[config.mk]
export PLATFORM = sky130hd
export DESIGN_NAME = bmsa_ctrl
export DESIGN_NICKNAME = d
export VERILOG_FILES = /design/src/rtl/core/bmsa_pkg.sv /design/src/rtl/core/bmsa_ctrl.sv
export SDC_FILE = /design/constraint.sdc
export NUM_CORES = 1
export LEC_CHECK = 0
export BUFFER_PORTS_ARGS = -buffer_cell sky130_fd_sc_hd__buf_2
export CELL_PAD_IN_SITES_DETAIL_PLACEMENT = 0
export CELL_PAD_IN_SITES_GLOBAL_PLACEMENT = 1
export CORE_MARGIN = 1
export CORE_UTILIZATION = 25
export CTS_BUF_LIST = sky130_fd_sc_hd__clkbuf_4
export DETAILED_ROUTE_END_ITERATION = 8
export PLACE_DENSITY_LB_ADDON = 0.12
export SETUP_SLACK_MARGIN = 0.2
export SLEW_MARGIN = 20
export SYNTH_ARGS = -nofsm -noshare
export SYNTH_HDL_FRONTEND = slang
export SYNTH_SLANG_ARGS = --single-unit
export TNS_END_PERCENT = 50
[constraint.sdc]
create_clock -name aclk -period 1.8 [get_ports aclk]
set_input_delay 0.27 -clock aclk [delete_from_list [all_inputs] [get_ports aclk]]
set_output_delay 0.27 -clock aclk [all_outputs]
set_load 0.01 [all_outputs]
[src/rtl/core/bmsa_pkg.sv]
// Package for the per-bin mean and standard error accumulator.
// Holds field widths, default parameters and the controller/datapath structs.
// No dependencies.
`timescale 1ns / 1ps

package bmsa_pkg;

    localparam int DEF_BINS       = 1024;
    localparam int DEF_VALUE_BITS = 24;
    localparam int DEF_COUNT_BITS = 16;

    localparam int IDX_W = 10;
    localparam int VAL_W = 24;
    localparam int OUT_W = 24;
    localparam int EVT_W = 16;
    localparam int SUM_W = 40;
    localparam int SQ_W  = 64;
    localparam int DIV_W = 64;
    localparam int ROOT_W = 32;

    localparam logic [OUT_W-1:0] OUT_MAX = '1;
    localparam logic [EVT_W-1:0] EVT_MAX = '1;

    typedef enum logic [1:0] {
        DS_SUM = 2'd0,
        DS_SQ  = 2'd1,
        DS_VAR = 2'd2
    } div_sel_t;

    typedef struct packed {
        logic     accept;
        logic     clear_step;
        logic     acc_write;
        logic     div_start;
        div_sel_t div_sel;
        logic     latch_m;
        logic     latch_e2;
        logic     mul_m2;
        logic     sqrt_start;
        logic     load_out;
    } ctrl_cmd_t;

    typedef struct packed {
        logic clear_last;
        logic n_zero;
        logic div_busy;
        logic div_done;
        logic sqrt_done;
    } dp_stat_t;

endpackage

[src/rtl/core/bmsa_ctrl.sv]
// Controller: clear pass, accumulate write-back and read sequencing.
// Depends on bmsa_pkg.
`timescale 1ns / 1ps

module bmsa_ctrl (
    input  logic                 aclk,
    input  logic                 aresetn,
    input  logic                 s_valid,
    input  logic                 s_operation,
    output logic                 s_ready,
    output logic                 m_valid,
    input  logic                 m_ready,
    output bmsa_pkg::ctrl_cmd_t  cmd,
    input  bmsa_pkg::dp_stat_t   stat
);

    typedef enum logic [3:0] {
        ST_CLEAR,
        ST_IDLE,
        ST_ACC_WR,
        ST_RD_LOAD,
        ST_DIV_M,
        ST_DIV_E,
        ST_MUL,
        ST_VAR,
        ST_DIV_V,
        ST_SQRT,
        ST_FIN
    } state_t;

    state_t state_reg;
    state_t state_next;
    logic   m_valid_reg;
    logic   m_valid_next;
    logic   accept;
    logic   out_free;

    assign s_ready  = (state_reg == ST_IDLE);
    assign accept   = s_valid && s_ready;
    assign out_free = !m_valid_reg || m_ready;

    always_comb begin
        state_next = state_reg;
        cmd        = '0;
        cmd.accept = accept;
        unique case (state_reg)
            ST_CLEAR: begin
                cmd.clear_step = 1'b1;
                if (stat.clear_last) begin
                    state_next = ST_IDLE;
                end
            end
            ST_IDLE: begin
                if (accept) begin
                    state_next = s_operation ? ST_RD_LOAD : ST_ACC_WR;
                end
            end
            ST_ACC_WR: begin
                cmd.acc_write = 1'b1;
                state_next    = ST_IDLE;
            end
            ST_RD_LOAD: begin
                if (stat.n_zero) begin
                    state_next = ST_FIN;
                end else begin
                    cmd.div_start = 1'b1;
                    cmd.div_sel   = bmsa_pkg::DS_SUM;
                    state_next    = ST_DIV_M;
                end
            end
            ST_DIV_M: begin
                if (stat.div_done) begin
                    cmd.latch_m   = 1'b1;
                    cmd.div_start = 1'b1;
                    cmd.div_sel   = bmsa_pkg::DS_SQ;
                    state_next    = ST_DIV_E;
                end
            end
            ST_DIV_E: begin
                if (stat.div_done) begin
                    cmd.latch_e2 = 1'b1;
                    state_next   = ST_MUL;
                end
            end
            ST_MUL: begin
                cmd.mul_m2 = 1'b1;
                state_next = ST_VAR;
            end
            ST_VAR: begin
                cmd.div_start = 1'b1;
                cmd.div_sel   = bmsa_pkg::DS_VAR;
                state_next    = ST_DIV_V;
            end
            ST_DIV_V: begin
                if (stat.div_done) begin
                    cmd.sqrt_start = 1'b1;
                    state_next     = ST_SQRT;
                end
            end
            ST_SQRT: begin
                if (stat.sqrt_done) begin
                    state_next = ST_FIN;
                end
            end
            ST_FIN: begin
                if (out_free) begin
                    cmd.load_out = 1'b1;
                    state_next   = ST_IDLE;
                end
            end
            default: state_next = ST_IDLE;
        endcase
    end

    always_comb begin
        m_valid_next = m_valid_reg;
        if (cmd.load_out) begin
            m_valid_next = 1'b1;
        end else if (m_ready) begin
            m_valid_next = 1'b0;
        end
    end

    always_ff @(posedge aclk) begin
        if (!aresetn) begin
            state_reg   <= ST_CLEAR;
            m_valid_reg <= 1'b0;
        end else begin
            state_reg   <= state_next;
            m_valid_reg <= m_valid_next;
        end
    end

    assign m_valid = m_valid_reg;

`ifndef NO_ASSERTIONS
    a_div_idle_on_start : assert property (@(posedge aclk) disable iff (!aresetn)
        cmd.div_start |-> !stat.div_busy)
        else $error("divider started while busy");

    a_acc_writes_back : assert property (@(posedge aclk) disable iff (!aresetn)
        (accept && !s_operation) |=> cmd.acc_write)
        else $error("accumulate beat not written back");

    a_out_not_overrun : assert property (@(posedge aclk) disable iff (!aresetn)
        cmd.load_out |-> (!m_valid_reg || m_ready))
        else $error("result overwritten before taken");

    a_read_gives_result : assert property (@(posedge aclk) disable iff (!aresetn)
        (accept && s_operation) |=> !cmd.acc_write)
        else $error("read beat treated as accumulate");
`endif

endmodule

## Yosys cells after proc, flatten, opt, wreduce, memory -nomap -nowiden

Cells that the tools add are included.

| word-level totals | value |
|---|---|
| bits in registers | 5 |
| bits in latches | 0 |
| memory bits (writable) | 0 |
| memory bits (read-only) | 0 |
| output and inout bits | 13 |
| memories | 0 |

| operators by class | value |
|---|---|
| $add $sub $neg | 0 |
| $mul | 0 |
| div/mod/pow operators | 0 |
| $lt $le $gt $ge | 0 |
| equality and inequality tests | 17 |
| shift-type cells | 0 |
| muxes and demuxes | 24 |
| bitwise gates (word level) | 0 |
| reductions and logical operators | 6 |

Operator list:

| kind | number |
|---|---|
| one-hot mux 4 bit (10 select lines) | 1 |
| 2-to-1 mux 4 bit | 9 |
| == test 4 x 3 -> 1 bit, second input constant | 4 |
| == test 4 bit, second input constant | 3 |
| 2-to-1 mux 1 bit | 12 |
| inequality test 2 bit, second input constant | 6 |
| one-hot mux 3 bit (3 select lines) | 1 |
| == test 4 x 2 -> 1 bit, second input constant | 2 |
| AND reduction 7 bit | 1 |
| == test 4 x 1 -> 1 bit, second input constant | 1 |
| zero test 4 bit | 1 |
| 2-to-1 mux 3 bit | 1 |
| inequality test 2 x 1 -> 1 bit, second input constant | 1 |
| nonzero test 2 bit | 1 |
| logical AND 1 bit | 1 |
| zero test 1 bit | 1 |
| logical OR 1 bit | 1 |

## Longest topological paths before layout

Gate-level depths: netlist of the first run.

| depth | value |
|---|---|
| depth after elaboration | 5 |
| depth in mapped cells | 5 |
| mapped depth without buffers | 4 |

## Worst setup path after synthesis of the first run

No wires, ideal clock.

| path | value |
|---|---|
| path kind | reg2out |
| from | register state_reg[1] |
| to | output cmd[10] (netlist name) |
| data arrival time | 1.267 ns |
| required time | 1.530 ns |
| slack | 0.263 ns |
| stages on the path, launching flop included | 6 |
| path buffers | 2 |
| path through | dfxtp_1 -> buf_2 -> nor2b_1 -> nor3b_1 -> and2_1 -> buf_4 |

| between the ends | value |
|---|---|
| longest elaborated chain between the ends | 2 |

Ends and longest elaborated chain:

| what | RTL line | text |
|---|---|---|
| start, declared | bmsa_ctrl.sv:31 | `state_t state_reg;` |
| start signal, assigned | bmsa_ctrl.sv:129 | `state_reg <= state_next;` |
| == test 4 x 1 -> 1 bit | bmsa_ctrl.sv:38 | `assign s_ready = (state_reg == ST_IDLE);` |
| named net s_ready | bmsa_ctrl.sv:10 | `output logic s_ready,` |
| logical AND 1 bit | bmsa_ctrl.sv:39 | `assign accept = s_valid && s_ready;` |
| end, declared | bmsa_ctrl.sv:13 | `output bmsa_pkg::ctrl_cmd_t cmd,` |

The timed path passes the listed nets, and every way through them passes these cells.

==> flow_metrics.tcl, run 1 <==
set metrics [dict create \
    die_w_um 45.6 \
    cp_max_fo 5 \
    skew_ps 2.25 \
    p_per_area_nw_per_um2 556 \
    cts.sinks 5 \
    dp_hpwl_um 908 \
    yosys_register_bits 5 \
    die-area_um2 2070 \
    outcome "finished clean" \
    insertion_delay_ps 240 \
    ctsLongestPathBuffers 2 \
    finalSetupViolCount 0 \
    ios 23 \
    grt_max_degree 12 \
    tns_ps 0 \
    multi_input_area_um2 350 \
    synthFlopType "dfxtp_1" \
    largest_reg_flops 4 \
    regArea_um2 109 \
    die_h_um 45.6 \
    synthTopCellsByCount "nor2_1, dfxtp_1" \
    hold_viol_final 0 \
    max_slew_margin_pct 82.0 \
    synth.distinct_cells 32 \
    slew_violations 0 \
    ys_warn_count 0 \
    power_leakage_nw 0.323 \
    drc_errors 0 \
    worst_pin_slew_ps 267 \
    tritoncts "done" \
    synth_area_leaders "dfxtp_1, nor2_1, buf_4" \
    antenna_found_initial 0 \
    rsz0062_at_grt "true" \
    fin_area_um2 708 \
    area_growth_pct 49.3 \
    fillers 210 \
    drt_iter0_drc 2 \
    synth_top_area_share_pct 21.1 \
    ant_nets 0 \
    nets 101 \
    grt_pass1_vias 451 \
    cts_root_buffer "clkbuf_4" \
    htree_levels 1 \
    critPathCaptureType "primary output" \
    maxCapViolations 0 \
    avgSynthCellArea_um2 7.77 \
    rows 15 \
    max_freq_ghz 0.620 \
    arrival_ps 1340 \
    track_usage_pct 13.3 \
    fin_total_pwr_uw 394 \
    fin_crit_sh_pct 89.6 \
    yosysMostFrequentCell "nor2_1" \
    period_minus_slack_ps 1610 \
    yosys.area.top_type "dfxtp_1" \
    synth_edf_count 0 \
    portBuffers 21 \
    wirelength_um 1240 \
    async_flop_share_pct 0 \
    vias 530 \
    core_area_um2 1750 \
    first_pass_iters 3 \
    diodes 0 \
    required_ps 1530 \
    initial_core_util_pct 27.2 \
    synth_fp_nets 71 \
    crit_type "reg -> out" \
    viasPerCell 4.61 \
    drive_gt1_share_pct 54.4 \
    seq_area_frac_synth_pct 21.1 \
    min_path_type "in -> reg" \
    wl_per_cell_um 10.8 \
    synth_cells 61 \
    numCtsBuffers 3 \
    cp-start-kind "flip-flop" \
    gr-total-overflow 0 \
    clkSlewWorstSetupHoldPaths_ps 40 \
    grt_pass1_wl_um 1900 \
    syn_area_um2 474 \
    peakVddDrop_v 0.000348 \
    post-route-util_pct 40.6 \
    place_area_um2 597 \
    gp_congestion 0.661 \
]
## metal layers
metal	wire length (um)	up-vias	global-route usage (%)
li1	-	273	-
met1	564	242	15.0
met2	597	15	22.0
met3	75	0	7.54
met4	0	0	1.82
met5	0	-	0
## cells in the final DEF, fill, tap and decap left out, types with 2 or more instances in the layout
cell	instances
nor3b_1	2
nand2b_1	2
o21a_1	3
nor2_2	2
nor2_1	9
nand2_2	2
mux2i_1	2
and2_1	2
dfxtp_4	2
clkbuf_4	4
buf_2	21
buf_4	9
a21oi_1	2
dfxtp_1	2
## through the flow
stage,hold WS [ps],worst slack [ps],instances
final,304,188,115
after global routing,309,124,115
after CTS,297,191,112
after detailed placement,558,278,105
after global placement,558,260,105
after floorplan,387,263,61
## power by group
group          switching (mW)  internal (mW)
Sequential            0.00708          0.117
Clock                  0.0418         0.0986
Combinational          0.0622         0.0674
## worst paths after layout
| check | to | slack, ps | startpoint | depth (start not counted) |
|---|---|---|---|---|
| worst max register to register | state_reg[0]$_SDFFE_PN0P_ | 370 | state_reg[3]$_SDFFE_PN0P_ | 5 |
| worst max-delay path | cmd[5] | 190 | state_reg[0]$_SDFFE_PN0P_ | 4 |
| worst min-delay path | state_reg[0]$_SDFFE_PN0P_ | 300 | stat[4] | 3 |
| worst min register to register | state_reg[2]$_SDFFE_PN0P_ | 580 | state_reg[2]$_SDFFE_PN0P_ | 2 |
## logic make-up (layout without fill, tap and decap cells)
family	after synthesis	after routing	synth area share, %
AND/OR/NAND/NOR	30	30	37.2
buffers and inverters	7	36	10.0
AO/OA/AOI/OAI	16	16	25.1
flip-flops	5	5	21.1
multiplexers	3	3	6.60
## what timing repair did
action	CTS	global route
hold buffers	0	0
gates resized for setup	8	6
buffers inserted	3	3
endpoints found under the setup margin	6	9
pin swaps	2	5
## layout make-up
cell class,count,share of cell area [%]
multi-input cells,49,49.5
clock buffers,4,4.24
well taps,25,4.42
repair buffers,31,26.0
inverters,1,0.530
flip-flops and latches,5,15.4
## critical path: stages (launching register included)
cell and delay, ps:
dfxtp_4 350, or3b_4 410, buf_4 150, nor2_1 70
buf_2 130
(Power assumes the default switching activity.)
==> inputs of run 2 (changes only) <==
--- a/config.mk
+++ b/config.mk
@@ -13,6 +13,7 @@
 export CTS_BUF_LIST = sky130_fd_sc_hd__clkbuf_4
 export DETAILED_ROUTE_END_ITERATION = 8
 export PLACE_DENSITY_LB_ADDON = 0.12
+export RECOVER_POWER = 50
 export SETUP_SLACK_MARGIN = 0.2
 export SLEW_MARGIN = 20
 export SYNTH_ARGS = -nofsm -noshare
==> constraint.sdc (replaced) <==
create_clock -name aclk -period 1.7 [get_ports aclk]
set_input_delay 0.255 -clock aclk [delete_from_list [all_inputs] [get_ports aclk]]
set_output_delay 0.255 -clock aclk [all_outputs]
set_load 0.01 [all_outputs]
==> run 2 against run 1 <==
- die area did not move
- setup slack got worse by 73 ps
- count of clock-buffer cells in the layout unchanged
- utilization rose by 3.1 points
- critical path depth increased by 1
- combinational power increased by 28%
- register-to-register slack lost 90 ps
==> flow_metrics.tcl, run 2 (same netlist as run 1, synthesis figures left out) <==
set metrics [dict create \
    slew_violations 0 \
    die_w_um 45.6 \
    rsz0062_at_grt "true" \
    finalSetupViolCount 0 \
    finalNonFillerCells 121 \
    cts.sinks 5 \
    htree_levels 1 \
    initial_core_util_pct 27.2 \
    insertion_delay_ps 240 \
    gp_congestion 0.683 \
    min_path_type "in -> reg" \
    r2r-start "state_reg[2]$_SDFFE_PN0P_" \
    peakVddDrop_v 0.000314 \
    gr-total-overflow 0 \
    diodes 0 \
    r2r-end "state_reg[1]$_SDFFE_PN0P_" \
    fin_crit_sh_pct 93.3 \
    cp-startpoint "state_reg[0]$_SDFFE_PN0P_" \
    largest_reg_flops 4 \
    pwr-share-seq_pct 28.7 \
    grt_pass1_vias 479 \
    die_h_um 45.6 \
    crit_type "reg -> out" \
    drc_errors 0 \
    nets 107 \
    antenna_found_initial 0 \
    worst_pin_slew_ps 259 \
    cts_root_buffer "clkbuf_4" \
    area_growth_pct 60.7 \
    ant_nets 0 \
    p_per_area_nw_per_um2 583 \
    clkSlewWorstSetupHoldPaths_ps 40 \
    tns_ps 0 \
    ios 23 \
    power_frac_comb_pct 37.4 \
    clkPwrFrac_pct 33.9 \
    numCtsBuffers 3 \
    swShare_pct 28.3 \
    outcome "finished clean" \
    maxCapViolations 0 \
    regToRegSetupSlack_ps 280 \
    drt_iter0_drc 2 \
    first_pass_iters 2 \
    max_slew_margin_pct 82.7 \
    grt_pass1_wl_um 1970 \
    drive_gt1_share_pct 49.0 \
    die-area_um2 2070 \
    cp-start-kind "flip-flop" \
    track_usage_pct 13.3 \
    viasPerCell 4.55 \
    core_area_um2 1750 \
    wl_per_cell_um 10.7 \
    layout_common_cells "buf_2, buf_4, nor2_1" \
    p_int_uw 318 \
    portBuffers 21 \
    cp_max_fo 4 \
    final_common_cell "buf_2" \
    cts_hold_buf 0 \
    wirelength_um 1300 \
    placed_cells 108 \
    rows 15 \
    p_sw_uw 126 \
    endpoint "cmd[7]" \
    tritoncts "done" \
    dp_hpwl_um 951 \
    period_minus_slack_ps 1590 \
    rr_worst_depth 6 \
    grt_max_degree 8 \
    arrival_ps 1330 \
    skew_ps 0.928 \
    hold_viol_final 0 \
    max_freq_ghz 0.631 \
    hold_ws_ps 294 \
    power_leakage_nw 0.343 \
    vias 551 \
    required_ps 1440 \
    critPathCaptureType "primary output" \
    ctsLongestPathBuffers 2 \
]
==> run 2: metal layers <==
| metal | part of all wire (%) | vias up | GRT usage (%) |
|---|---|---|---|
| met5 | 0 | - | 0 |
| met4 | 0 | 0 | 1.82 |
| met3 | 5.2 | 0 | 5.95 |
| met2 | 47 | 17 | 20.9 |
| met1 | 48 | 248 | 17.2 |
| li1 | - | 286 | - |
==> run 2: worst min path at each step <==
| stage | from | end | slack, ps | cells past startpoint |
|---|---|---|---|---|
| after global placement | aresetn | state_reg[1]$_SDFFE_PN0P_ | 550 | 2 |
| final | aresetn | state_reg[1]$_SDFFE_PN0P_ | 290 | 2 |
| after CTS | stat[4] | state_reg[0]$_SDFFE_PN0P_ | 280 | 3 |
| after floorplan | aresetn | state_reg[1]$_SDFFE_PN0P_ | 370 | 1 |
| after global routing | stat[4] | state_reg[0]$_SDFFE_PN0P_ | 310 | 3 |
| after detailed placement | aresetn | state_reg[3]$_SDFFE_PN0P_ | 550 | 2 |
==> run 2: area by class of cell <==
cell class	count	area (um^2)
multi-input cells	49	362
repair buffers	37	228
well taps	25	31.3
fillers	204	983
clock buffers	4	30.0
flip-flops and latches	5	108
inverters	1	3.75
==> run 2: power groups by stage <==
stage / registers, mW / clock network [mW] / logic, mW
finish: 0.127 / 0.151 / 0.166
global route: 0.128 / 0.168 / 0.181
CTS: 0.127 / 0.158 / 0.152
detailed placement: 0.133 / 0 / 0.122
global placement: 0.134 / 0 / 0.122
floorplan: 0.130 / 0 / 0.0861
==> run 2: metrics by stage <==
stage,setup slack [ps],instance area [um^2],util [%],total power [mW]
after floorplan,184,479,-,0.216
after global placement,209,624,35.8,0.256
after detailed placement,207,624,35.8,0.255
after CTS,102,747,42.8,0.437
after global routing,45.3,762,43.7,0.477
final,114,762,43.7,0.444
==> run 2: what timing repair did <==
action,CTS,global route
pin swaps,3,4
endpoints found under the setup margin,11,11
gates resized for setup,15,3
buffers inserted,6,3
==> run 2: critical path: stages, from the launching register on <==
cell,delay [ps]
dfxtp_1,320
or3b_4,430
nand2_1,70
a21oi_1,60
nor2_1,80
buf_2,130
==> inputs of run 3 (changes only) <==
--- a/config.mk
+++ b/config.mk
@@ -5,6 +5,7 @@
 export SDC_FILE = /design/constraint.sdc
 export NUM_CORES = 1
 export LEC_CHECK = 0
+export ABC_AREA = 1
 export BUFFER_PORTS_ARGS = -buffer_cell sky130_fd_sc_hd__buf_2
 export CELL_PAD_IN_SITES_DETAIL_PLACEMENT = 0
 export CELL_PAD_IN_SITES_GLOBAL_PLACEMENT = 1
@@ -14,6 +15,7 @@
 export DETAILED_ROUTE_END_ITERATION = 8
 export PLACE_DENSITY_LB_ADDON = 0.12
 export RECOVER_POWER = 50
+export REMOVE_ABC_BUFFERS = 1
 export SETUP_SLACK_MARGIN = 0.2
 export SLEW_MARGIN = 20
 export SYNTH_ARGS = -nofsm -noshare
==> run 3 against run 2 <==
- total power is 140% higher
- cell area is 4.8% lower
- highest routed layer is now met4
- sequential power is 110% higher
- sequential cell count stayed put
- setup slack better by 150 ps
- non-clock buffer count is 14 lower
- register-to-register slack better by 170 ps
- count of clock-buffer cells in the layout stayed put
==> flow_metrics.tcl, run 3 <==
set metrics [dict create \
    outcome "finished clean" \
    initial_core_util_pct 27.6 \
    viasPerCell 4.19 \
    synthTopCellsByCount "nor2_1, nand2_1, inv_1" \
    area_growth_pct 47.2 \
    final_common_cell "buf_2" \
    ios 23 \
    hold_viol_final 0 \
    largest_reg_flops 4 \
    core_area_um2 1780 \
    numCtsBuffers 3 \
    antenna_found_initial 0 \
    peakVddDrop_v 0.000733 \
    cts.sinks 5 \
    use_met2_pct 19.4 \
    diodes 0 \
    drt_iter0_drc 10 \
    seq_area_frac_synth_pct 20.3 \
    wirelength_um 1280 \
    wl_per_cell_um 9.54 \
    drc_errors 0 \
    ctsLongestPathBuffers 2 \
    yosys_register_bits 5 \
    cts_hold_buf 0 \
    cts_root_buffer "clkbuf_4" \
    grt_pass1_wl_um 1990 \
    htree_levels 1 \
    worst_pin_slew_ps 225 \
    grt_util_met1_pct 17.9 \
    rsz0062_at_grt "true" \
    avgSynthCellArea_um2 5.80 \
    crit_type "reg -> out" \
    cp_max_fo 4 \
    grt_use_met3_pct 1.18 \
    layout_common_cells "buf_2, nor2_1, inv_1, nand2_1, nand3_1" \
    clkSlewWorstSetupHoldPaths_ps 50 \
    synth_top_area_share_pct 20.3 \
    synth.distinct_cells 19 \
    first_pass_iters 3 \
    drive_gt1_share_pct 45.9 \
    ys_warn_count 0 \
    fin_crit_sh_pct 84.3 \
    maxCapViolations 0 \
    syn_area_um2 493 \
    yosysMostFrequentCell "nor2_1" \
    synthFlopType "dfxtp_1" \
    fin_total_pwr_mw 1.07 \
    die-area_um2 2150 \
    synth_edf_count 0 \
    p_per_area_nw_per_um2 1470 \
    vias 562 \
    period_minus_slack_ps 1430 \
    min_path_type "in -> reg" \
    arrival_ps 1180 \
    synth_cells 85 \
    max_freq_ghz 0.698 \
    die_h_um 46.4 \
    rows 15 \
    portBuffers 21 \
    critPathCaptureType "primary output" \
    slew_violations 0 \
    gp_congestion 0.715 \
    cp-start-kind "flip-flop" \
    ant_nets 0 \
    gr-total-overflow 0 \
    tritoncts "done" \
    finalSetupViolCount 0 \
    grt_max_degree 9 \
    busiest_layer "met2" \
    track_usage_pct 13.2 \
    die_w_um 46.4 \
    nets 120 \
    synth_area_leaders "dfxtp_1, nor2_1, nand2_1" \
    async_flop_share_pct 0 \
    yosys.area.top_type "dfxtp_1" \
    power_leakage_nw 0.417 \
    insertion_delay_ps 240 \
    required_ps 1440 \
    max_slew_margin_pct 84.9 \
    tns_ps 0 \
    skew_ps 0.232 \
    dp_hpwl_um 990 \
    fillers 214 \
    grt_pass1_vias 469 \
]
run 3: changes by cell type after synthesis, moves of 3 or more:
cell      delta
nand2_2      +4
o21a_1       -3
nand2b_1     -3
nand3_1      +8
nor2_1       +5
nor3b_1      -3
inv_2        +6
nand2_1     +10
inv_1       +11
run 3: repair_timing:
action	4_1_cts	5_1_grt
resized for setup	9	15
endpoints found under the setup margin	7	6
pin swaps	1	3
setup buffers	1	1
endpoints found under the hold margin	0	0
run 3: final timing paths:
| kind | from | to | slack (ps) | cells past startpoint |
|---|---|---|---|---|
| setup / recovery | state_reg[3]$_SDFFE_PN0P_ | cmd[7] | 270 | 6 |
| hold reg to reg | state_reg[3]$_SDFFE_PN0P_ | state_reg[3]$_SDFFE_PN0P_ | 560 | 2 |
| hold / removal | aresetn | state_reg[3]$_SDFFE_PN0P_ | 250 | 3 |
| setup reg to reg | state_reg[1]$_SDFFE_PN0P_ | state_reg[0]$_SDFFE_PN0P_ | 450 | 7 |
run 3: critical path: stages, from the launching register on:
cell and delay (ps):
dfxtp_4 370, nor2_4 140, inv_2 70, nor3_4 130
nor2_2 60, nand2_1 50, buf_2 120
run 3: area by class of cell:
class	instances	area [um^2]	share of cell area, %
Clock buffer	4	30.0	4.14
Multi-Input combinational cell	59	357	49.1
Inverter	18	72.6	10.0
Tap cell	25	31.3	4.31
Timing Repair Buffer	23	120	16.6
Sequential cell	5	115	15.9
run 3: routing by layer:
layer	vias up	part of all wire, %
met3	2	2.6
met1	238	49
met2	13	47
li1	309	-
met5	-	0
met4	0	1.5
run 3: power breakdown:
part | switching (mW) | internal [mW] | leakage, nW
registers | 0.0995 | 0.169 | 0.0436
clock network | 0.0527 | 0.105 | 0.0184
logic | 0.380 | 0.264 | 0.355
run 3: per-stage QoR:
stage | hold WS [ps] | worst slack (ps) | area [um^2] | instances | util, %
2_1_floorplan | 376 | 518 | 467 | 82 | -
3_3_place_gp | 509 | 287 | 603 | 128 | 33.8
3_5_place_dp | 517 | 277 | 603 | 128 | 33.8
4_1_cts | 245 | 202 | 666 | 133 | 37.3
5_1_grt | 267 | 171 | 726 | 134 | 40.7
6_report | 250 | 267 | 726 | 134 | 40.7
run 3: cell families after synthesis:
kind of cell | after synthesis | synth area share [%]
AND/OR/NAND/NOR | 51 | 51.8
buffers and inverters | 21 | 19.0
flip-flops | 5 | 20.3
AO/OA/AOI/OAI | 8 | 8.88
